`config.mk`:
```
export PLATFORM = sky130hd
export DESIGN_NAME = pdd_ctrl
export DESIGN_NICKNAME = d
export VERILOG_FILES = /design/src/rtl/pdd_pkg.sv /design/src/rtl/pdd_ctrl.sv
export SDC_FILE = /design/constraint.sdc
export NUM_CORES = 1
export LEC_CHECK = 0
export BUFFER_PORTS_ARGS = -buffer_cell sky130_fd_sc_hd__buf_2
export CORE_UTILIZATION = 55
export DETAILED_ROUTE_END_ITERATION = 10
export PLACE_DENSITY = 0.85
export SLEW_MARGIN = 10
export SYNTH_ARGS = -nofsm -noshare
export SYNTH_HDL_FRONTEND = slang
export SYNTH_SLANG_ARGS = --single-unit
```
`constraint.sdc`:
```
create_clock -name clk -period 6.3 [get_ports clk]
set_clock_uncertainty 0.1 [all_clocks]
set_input_delay 0.63 -clock clk [delete_from_list [all_inputs] [get_ports clk]]
set_output_delay 0.63 -clock clk [all_outputs]
set_load 0.02 [all_outputs]
```
`src/rtl/pdd_pkg.sv`:
```
package pdd_pkg;

    localparam int BYTE_W = 8;
    localparam int RGB_W  = 24;
    localparam int LEN_W  = 10;
    localparam int CNT_W  = 7;
    localparam int SRC_W  = 9;
    localparam int SUM_W  = 10;

    localparam logic [BYTE_W-1:0] SKIP_FLAG = 8'h80;
    localparam logic [BYTE_W-1:0] SKIP_MASK = 8'h7F;
    localparam logic [BYTE_W-1:0] COPY_FLAG = 8'h40;
    localparam logic [BYTE_W-1:0] VAL_MASK  = 8'h3F;

    typedef enum logic [5:0] {
        ST_CLEAR   = 6'b000001,
        ST_IDLE    = 6'b000010,
        ST_SNAP    = 6'b000100,
        ST_COPY_RD = 6'b001000,
        ST_COPY_WR = 6'b010000,
        ST_LIT     = 6'b100000
    } state_t;

    typedef enum logic [3:0] {
        PH_CMD   = 4'b0001,
        PH_SRC   = 4'b0010,
        PH_GREEN = 4'b0100,
        PH_BLUE  = 4'b1000
    } phase_t;

    typedef struct packed {
        logic push;
        logic last;
    } emit_t;

    typedef struct packed {
        logic cur_we;
        logic cur_re;
        logic snap_we;
        logic snap_re;
    } ram_ctl_t;

    // 6-bit level to 8 bits: (v << 2) | (v >> 4)
    function automatic logic [BYTE_W-1:0] expand6(input logic [BYTE_W-1:0] v);
        logic [5:0] s;
        s = v[5:0];
        return {s, s[5:4]};
    endfunction

endpackage

```
`src/rtl/pdd_ctrl.sv`:
```
module pdd_ctrl import pdd_pkg::*; #(
    parameter int PALETTE_ENTRIES = 256,
    parameter int IDX_W           = 8,
    parameter int POS_W           = 9
) (
    input  logic              clk,
    input  logic              rst_n,
    input  logic              chunk_valid,
    input  logic [BYTE_W-1:0] chunk_byte,
    output logic              chunk_stall,
    input  logic              push_ok,
    output emit_t             emit,
    output logic [BYTE_W-1:0] emit_index,
    output logic [RGB_W-1:0]  emit_rgb,
    output ram_ctl_t          ram_ctl,
    output logic [IDX_W-1:0]  cur_waddr,
    output logic [RGB_W-1:0]  cur_wdata,
    output logic [IDX_W-1:0]  cur_raddr,
    input  logic [RGB_W-1:0]  cur_rdata,
    output logic [IDX_W-1:0]  snap_waddr,
    output logic [RGB_W-1:0]  snap_wdata,
    output logic [IDX_W-1:0]  snap_raddr,
    input  logic [RGB_W-1:0]  snap_rdata
);

    state_t             state_reg, state_next;
    phase_t             phase_reg, phase_next;
    logic [LEN_W-1:0]   bytes_left_reg, bytes_left_next;
    logic [POS_W-1:0]   pos_reg, pos_next;
    logic [CNT_W-1:0]   cnt_reg, cnt_next;
    logic [SRC_W-1:0]   src_reg, src_next;
    logic [IDX_W:0]     sweep_reg, sweep_next;
    logic               sw_wr_reg, sw_wr_next;
    logic [IDX_W-1:0]   sw_addr_reg, sw_addr_next;
    logic [BYTE_W-1:0]  cmd_reg, cmd_next;
    logic [BYTE_W-1:0]  green_reg, green_next;
    logic [BYTE_W-1:0]  blue_reg, blue_next;

    logic [SUM_W-1:0]   add_b;
    logic [SUM_W-1:0]   sum;
    logic [POS_W-1:0]   pos_sat;
    logic               pos_in;
    logic               src_in;
    logic               accept;
    logic [LEN_W-1:0]   bytes_dec;
    logic [RGB_W-1:0]   lit_rgb;

    assign accept      = chunk_valid && (state_reg == ST_IDLE);
    assign chunk_stall = (state_reg != ST_IDLE);
    assign pos_in      = pos_reg < POS_W'(PALETTE_ENTRIES);
    assign src_in      = src_reg < SRC_W'(PALETTE_ENTRIES);
    assign bytes_dec   = bytes_left_reg - LEN_W'(1);
    assign lit_rgb     = {expand6(cmd_reg), expand6(green_reg), expand6(blue_reg)};

    // shared position adder with saturation
    always_comb
    begin
        case (state_reg)
            ST_IDLE:    add_b = SUM_W'(chunk_byte & SKIP_MASK) + SUM_W'(1);
            ST_COPY_RD: add_b = SUM_W'(cnt_reg);
            default:    add_b = SUM_W'(1);
        endcase
        sum     = SUM_W'(pos_reg) + add_b;
        pos_sat = (sum > SUM_W'(PALETTE_ENTRIES)) ? POS_W'(PALETTE_ENTRIES)
                                                  : sum[POS_W-1:0];
    end

    always_comb
    begin
        state_next      = state_reg;
        phase_next      = phase_reg;
        bytes_left_next = bytes_left_reg;
        pos_next        = pos_reg;
        cnt_next        = cnt_reg;
        src_next        = src_reg;
        sweep_next      = sweep_reg;
        sw_wr_next      = 1'b0;
        sw_addr_next    = sw_addr_reg;
        cmd_next        = cmd_reg;
        green_next      = green_reg;
        blue_next       = blue_reg;

        ram_ctl         = '0;
        emit            = '0;
        emit_index      = BYTE_W'(pos_reg);
        emit_rgb        = snap_rdata;
        cur_waddr       = pos_reg[IDX_W-1:0];
        cur_wdata       = snap_rdata;
        cur_raddr       = sweep_reg[IDX_W-1:0];
        snap_waddr      = sw_addr_reg;
        snap_wdata      = cur_rdata;
        snap_raddr      = src_reg[IDX_W-1:0];

        ram_ctl.snap_we = sw_wr_reg;

        case (state_reg)
            ST_CLEAR:
            begin
                ram_ctl.cur_we  = 1'b1;
                ram_ctl.snap_we = 1'b1;
                cur_waddr       = sweep_reg[IDX_W-1:0];
                snap_waddr      = sweep_reg[IDX_W-1:0];
                cur_wdata       = '0;
                snap_wdata      = '0;
                if (sweep_reg == (IDX_W+1)'(PALETTE_ENTRIES - 1))
                begin
                    sweep_next = '0;
                    state_next = ST_IDLE;
                end
                else
                begin
                    sweep_next = sweep_reg + (IDX_W+1)'(1);
                end
            end

            ST_IDLE:
            begin
                if (accept)
                begin
                    if (bytes_left_reg == '0)
                    begin
                        bytes_left_next = (chunk_byte == '0) ? '0
                                        : {chunk_byte, 2'b00} - LEN_W'(1);
                        pos_next   = '0;
                        phase_next = PH_CMD;
                        sweep_next = '0;
                        state_next = ST_SNAP;
                    end
                    else
                    begin
                        bytes_left_next = bytes_dec;
                        case (phase_reg)
                            PH_CMD:
                            begin
                                if ((chunk_byte & SKIP_FLAG) != '0)
                                begin
                                    pos_next = pos_sat;
                                end
                                else
                                begin
                                    cmd_next   = chunk_byte;
                                    phase_next = ((chunk_byte & COPY_FLAG) != '0)
                                               ? PH_SRC : PH_GREEN;
                                end
                            end
                            PH_SRC:
                            begin
                                cnt_next   = CNT_W'(cmd_reg & VAL_MASK) + CNT_W'(1);
                                src_next   = SRC_W'(chunk_byte);
                                phase_next = PH_CMD;
                                state_next = ST_COPY_RD;
                            end
                            PH_GREEN:
                            begin
                                green_next = chunk_byte;
                                phase_next = PH_BLUE;
                            end
                            PH_BLUE:
                            begin
                                blue_next  = chunk_byte;
                                phase_next = PH_CMD;
                                state_next = ST_LIT;
                            end
                            default:
                            begin
                                phase_next = PH_CMD;
                            end
                        endcase
                        if (bytes_dec == '0)
                        begin
                            phase_next = PH_CMD;
                        end
                    end
                end
            end

            ST_SNAP:
            begin
                if (sweep_reg < (IDX_W+1)'(PALETTE_ENTRIES))
                begin
                    ram_ctl.cur_re = 1'b1;
                    sw_wr_next     = 1'b1;
                    sw_addr_next   = sweep_reg[IDX_W-1:0];
                    sweep_next     = sweep_reg + (IDX_W+1)'(1);
                end
                else
                begin
                    state_next = ST_IDLE;
                end
            end

            ST_COPY_RD:
            begin
                if (cnt_reg == '0)
                begin
                    state_next = ST_IDLE;
                end
                else if (pos_in && src_in)
                begin
                    ram_ctl.snap_re = 1'b1;
                    state_next      = ST_COPY_WR;
                end
                else
                begin
                    pos_next   = pos_sat;
                    cnt_next   = '0;
                    state_next = ST_IDLE;
                end
            end

            ST_COPY_WR:
            begin
                if (push_ok)
                begin
                    ram_ctl.cur_we = 1'b1;
                    emit.push      = 1'b1;
                    emit.last      = (cnt_reg == CNT_W'(1))
                                  || (pos_reg == POS_W'(PALETTE_ENTRIES - 1))
                                  || (src_reg == SRC_W'(PALETTE_ENTRIES - 1));
                    pos_next       = pos_sat;
                    src_next       = src_reg + SRC_W'(1);
                    cnt_next       = cnt_reg - CNT_W'(1);
                    state_next     = ST_COPY_RD;
                end
            end

            ST_LIT:
            begin
                emit_rgb  = lit_rgb;
                cur_wdata = lit_rgb;
                if (!pos_in)
                begin
                    state_next = ST_IDLE;
                end
                else if (push_ok)
                begin
                    ram_ctl.cur_we = 1'b1;
                    emit.push      = 1'b1;
                    emit.last      = 1'b1;
                    pos_next       = pos_sat;
                    state_next     = ST_IDLE;
                end
            end

            default:
            begin
                state_next = ST_IDLE;
            end
        endcase
    end

    always_ff @(posedge clk or negedge rst_n)
    begin
        if (!rst_n)
        begin
            state_reg      <= ST_CLEAR;
            phase_reg      <= PH_CMD;
            bytes_left_reg <= '0;
            pos_reg        <= '0;
            cnt_reg        <= '0;
            src_reg        <= '0;
            sweep_reg      <= '0;
            sw_wr_reg      <= 1'b0;
        end
        else
        begin
            state_reg      <= state_next;
            phase_reg      <= phase_next;
            bytes_left_reg <= bytes_left_next;
            pos_reg        <= pos_next;
            cnt_reg        <= cnt_next;
            src_reg        <= src_next;
            sweep_reg      <= sweep_next;
            sw_wr_reg      <= sw_wr_next;
        end
    end

    always_ff @(posedge clk)
    begin
        sw_addr_reg <= sw_addr_next;
        cmd_reg     <= cmd_next;
        green_reg   <= green_next;
        blue_reg    <= blue_next;
    end

endmodule

```
Word level (Yosys, flattened, before mapping)
Cells that the tools add are included.
Storage, ports and cells
  output and inout bits: 119
  word-level logic and storage cells: 144
  bits in latches: 0
  bits of input ports: 60
  bits in writable memories: 0
  bits in read-only memories: 0
  memories: 0
  bits in registers: 81
Cells by class
  shift-type cells: 0
  multiply operators: 0
  add/sub/neg operators: 8
  reductions and logical operators: 23
  bitwise operators: 2
  div/mod/pow operators: 0
  $lt $le $gt $ge: 4
  muxes and demuxes: 64
  eq/ne operators: 31
Operators by type and width (count)
  $mux 9: 17
  $mux 24: 2
  $pmux 24 s2: 1
  $mux 6: 7
  $mux 7: 6
  $pmux 6 s6: 1
  $pmux 9 s4: 1
  $eq 9x8->1 const B: 3
  $lt 9x9->1 const B: 3
  $pmux 9 s3: 1
  $pmux 7 s3: 1
  $logic_not 10->1: 2
  $mux 10: 2
  $sub 10x1->10 const B: 2
  $add 9x1->9 const B: 2
  $ne 2x2->1 const B: 9
  $pmux 9 s2: 1
  $mux 8: 2
  $pmux 8 s2: 1
  $reduce_and 7->1: 2
  $mux 4: 3
  $pmux 6 s2: 1
  $reduce_and 4->1: 3
  $add 9x10->10: 1
  other kinds (41): 58

Depth between registers and ports, before layout
  word-level depth: 10
  mapped depth: 15
  gate-level depth less buffers: 13

Least setup slack after synthesis
No wires, ideal clock.
  path kind: register to register
  from: register state_reg[3]
  to: register pos_reg[0]
  stages on the path, launching flop included: 13
  clock period less this slack: 3642 ps
  slack: 2658 ps
  setup time: 122 ps
  buffers on the path: 2
  data arrival time: 3421 ps
  required time: 6078 ps
  cells stage by stage: dfrtp_1 or4_1 clkbuf_1 nor2_1 buf_2 inv_1 o21ai_0 ha_1 nor2b_1 o311a_1 o41ai_1 nor4_4 a32o_1
On the way
  longest elaborated chain between the ends: 10
  elaborated cells between the ends (all ways): 26
  classes of those cells: add/sub: 1; order compare: 1; eq/ne: 10; mux: 11; reduce/logical: 3
RTL lines
  from (decl): line pdd_ctrl.sv:26  | state_t state_reg, state_next;
  from (signal assigned): line pdd_ctrl.sv:267  | state_reg <= state_next;
  $eq 6x4->1 / $eq 6x2->1 (equally long branches): line pdd_ctrl.sv:58, pdd_ctrl.sv:96, pdd_ctrl.sv:48
  $pmux 8 s2: line pdd_ctrl.sv:58  | case (state_reg)
  $add 9x10->10: line pdd_ctrl.sv:63  | sum = SUM_W'(pos_reg) + add_b;
  $gt 10x9->1: line pdd_ctrl.sv:64  | pos_sat = (sum > SUM_W'(PALETTE_ENTRIES)) ? POS_W'(PALETTE_ENTRIES)
  $mux 9: line pdd_ctrl.sv:64
  $mux 9: line pdd_ctrl.sv:135  | if ((chunk_byte & SKIP_FLAG) != '0)
  $mux 9: line pdd_ctrl.sv:132  | case (phase_reg)
  $mux 9: line pdd_ctrl.sv:120  | if (bytes_left_reg == '0)
  $mux 9: line pdd_ctrl.sv:118  | if (accept)
  $pmux 9 s4: line pdd_ctrl.sv:96  | case (state_reg)
  to (signal assigned): line pdd_ctrl.sv:270  | pos_reg <= pos_next;
  to (decl): line pdd_ctrl.sv:29  | logic [POS_W-1:0] pos_reg, pos_next;
Several ways; a longest one is shown, not always the timed one. The select of a mux whose other input is x is not followed.
A chain may end at the register's enable or synchronous reset.

Worst setup path in the final report
  from: register state_reg[3]
  to: register pos_reg[4]
Same word-level chain as after synthesis.

==> results.toml <==
[synthesis]
async_reset_ff_frac = 0.679
yosys.area_share.simple = 0.272
ys.warnings.count = 0
synth_xor_area_frac = 0.0411
synthCells = 693
synth.distinct_cells = 68
synth-seq-area-share = 0.376
synth_top_family_by_area = "simple AND/OR/NAND/NOR gates"
ys_ff_latch = 81
synth_fp_nets = 775
synth_compound_area_frac = 0.190
synthAdderAreaFrac = 0.0492
synthFlopType = "dfrtp_1"
synth_area_sq_um = 5750
avgSynthCellArea_sq_um = 8.30
synth_mux_area_frac = 0
synth_enable_flop_cells = 26

[global_routing]
grt_pass1_vias = 5606
grt-ovfl-total = 0
grt_pass1_wl_mm = 27.2
antenna_found_initial = 0
groute.usage.overall = 0.315
grt_max_degree = 56

[job]
max-cap-violations = 0

[clock_tree]
clk_latency_ns = 0.37
hold_buffers = 0
post_cts_buffers = 0
clock_sinks = 81
path_clk_slew_ns = 0.10
cts_resized = 0
htree_levels = 3
clk_path_buf_depth = 2
root_buffer = "clkbuf_8"
tritoncts = "yes"
cts_inserted_buffers = 9

[layout]
fin_nets = 914
final_cell_mix = "buf_2, nand2_1, dfrtp_1"
diodes = 0
syn_to_final_growth_pct = 17.4
largest_reg_flops = 10
final_common_cell = "buf_2"
final_cell_area_sq_um = 6750
drive_gt1_frac = 0.262

[route]
avgRoutedWirePerCell_microns = 17.3
firstDrtPassIters = 5
finalWirelength_mm = 16.8
post_drt_via_cell_ratio = 6.01
drt_iter0_drc = 552
postRouteAntennaNets = 0
vias = 5826
drcViolationCount = 0

[status]
outcome = "finished clean"

[sta]
tightest_slew_ns = 1.03
hold_violations = 0
whs_ns = 0.304
rsz0062_at_grt = "no"
setup_viol = 0
max_freq_mhz = 232
period_needed_ns = 4.32
setup-tns-final_ns = 0
slew_violations = 0
slew_headroom = 0.308
fin_crit_sh = 0.685

[worst_setup_path]
cp_max_fo = 11
crit_arrival_ns = 4.48
required_ns = 6.46
crit_type = "flip-flop to flip-flop"
r2r_slack_ns = 1.98
crit_path_start_kind = "flip-flop"
r2r-start = "state_reg[3]$_DFFE_PN0P_"
cp-end-kind = "flip-flop"
crit_start = "state_reg[3]$_DFFE_PN0P_"

[power_and_ir_drop]
p_seq_frac = 0.358
clockPowerShare = 0.159
power.density_nw_per_um2 = 372
power.share.switching = 0.463
power_switching_mw = 1.16
ir_drop_v = 0.000252
p_int_mw = 1.35
comb_power_share = 0.483
leakagePower_nw = 3.20
power_mw = 2.51

[floorplan]
ios = 179
die_height_microns = 104
start_util = 0.578
rows = 36
dieArea_sq_um = 10900
die_w_microns = 104
design.core.area_sq_um = 9950

[placed_design]
dp_hpwl_mm = 12.7
io_buffers = 178
gp_congestion = 0.941
place_area_sq_um = 6540

[hold_path]
hold_class = "primary input to asynchronous set/reset pin"
==> cells in the mapped netlist, drive strengths merged (4+ instances only) <==
| library cell | instances | share of area |
|---|---|---|
| nand2 | 148 | 0.097 |
| dfrtp | 53 | 0.23 |
| a21oi | 49 | 0.043 |
| nor2 | 46 | 0.030 |
| o21ai | 41 | 0.036 |
| buf | 34 | 0.041 |
| edfxtp | 26 | 0.14 |
| and2 | 24 | 0.026 |
| inv | 24 | 0.016 |
| clkbuf | 23 | 0.015 |
| ha | 21 | 0.046 |
| nor3 | 20 | 0.017 |
| xnor2 | 16 | 0.024 |
| nand3 | 12 | 0.010 |
| xor2 | 11 | 0.017 |
| o22ai | 10 | 0.011 |
| a22o | 8 | 0.012 |
| nor4 | 8 | 0.011 |
| a32o | 7 | 0.012 |
| nand2b | 7 | 0.0076 |
| nor4b | 7 | 0.014 |
| or3 | 7 | 0.0076 |
| and3 | 6 | 0.0065 |
| nor2b | 6 | 0.0065 |
| or4 | 6 | 0.0078 |
| a211oi | 5 | 0.0065 |
| nand4 | 5 | 0.0054 |
| o31ai | 4 | 0.0052 |
| or2 | 4 | 0.0044 |
==> power groups by stage <==
stage	logic (mW)	registers, mW	clock network (mW)
after floorplan	0.976	0.834	0
after global placement	1.14	0.895	0
after detailed placement	1.19	0.904	0
after CTS	1.20	0.892	0.402
after global routing	1.33	0.923	0.424
final	1.21	0.899	0.400
==> worst paths after layout <==
kind	end	cells after the start
setup reg to reg	pos_reg[4]$_DFFE_PN0P_	10
max in group asynchronous	src_reg[4]$_DFFE_PN0P_	2
min in group clk	phase_reg[0]$_DFFE_PN1P_	2
setup / recovery	pos_reg[4]$_DFFE_PN0P_	10
hold / removal	pos_reg[0]$_DFFE_PN0P_	2
hold reg to reg	phase_reg[0]$_DFFE_PN1P_	2
==> per-stage QoR <==
stage | util | instances | worst slack (ns)
floorplan | - | 693 | 2.66
global placement | 0.657 | 954 | 2.24
detailed placement | 0.657 | 954 | 2.13
CTS | 0.677 | 970 | 2.12
global route | 0.678 | 970 | 1.76
finish | 0.678 | 970 | 1.98
==> critical path: stages, from the launching register on <==
cell and delay, ns:
dfrtp_1 0.48, or4_1 0.70, nor2_1 0.60, inv_1 0.23, o21ai_0 0.24, ha_1 0.29, nor2b_1 0.16, o311a_1 0.34
o41ai_1 0.64, nor4_4 0.15, a32o_1 0.29
==> final cells by class <==
| type | count | area (sq um) |
|---|---|---|
| tap | 133 | 166 |
| multi-input combinational | 531 | 3190 |
| clock buffer | 9 | 124 |
| sequential | 81 | 2160 |
| fill | 810 | 3200 |
| timing repair buffer | 185 | 943 |
| clock inverter | 7 | 77.6 |
| inverter | 24 | 90.1 |
==> cell families after synthesis <==
| logic type | Yosys count |
|---|---|
| compound gates | 164 |
| xor+xnor | 27 |
| fa+ha+maj | 22 |
| buf+inv | 81 |
| flops | 81 |
| simple gates | 318 |
==> per-layer routing <==
metal	wire length [microns]	vias to the layer above	part of all wire	global-route usage
li1	-	2723	-	-
met1	6750	2750	0.40	0.390
met2	8210	313	0.49	0.534
met3	1360	40	0.081	0.0570
met4	483	0	0.029	0.146
met5	0	-	0	0
(Power assumes the default switching activity.)
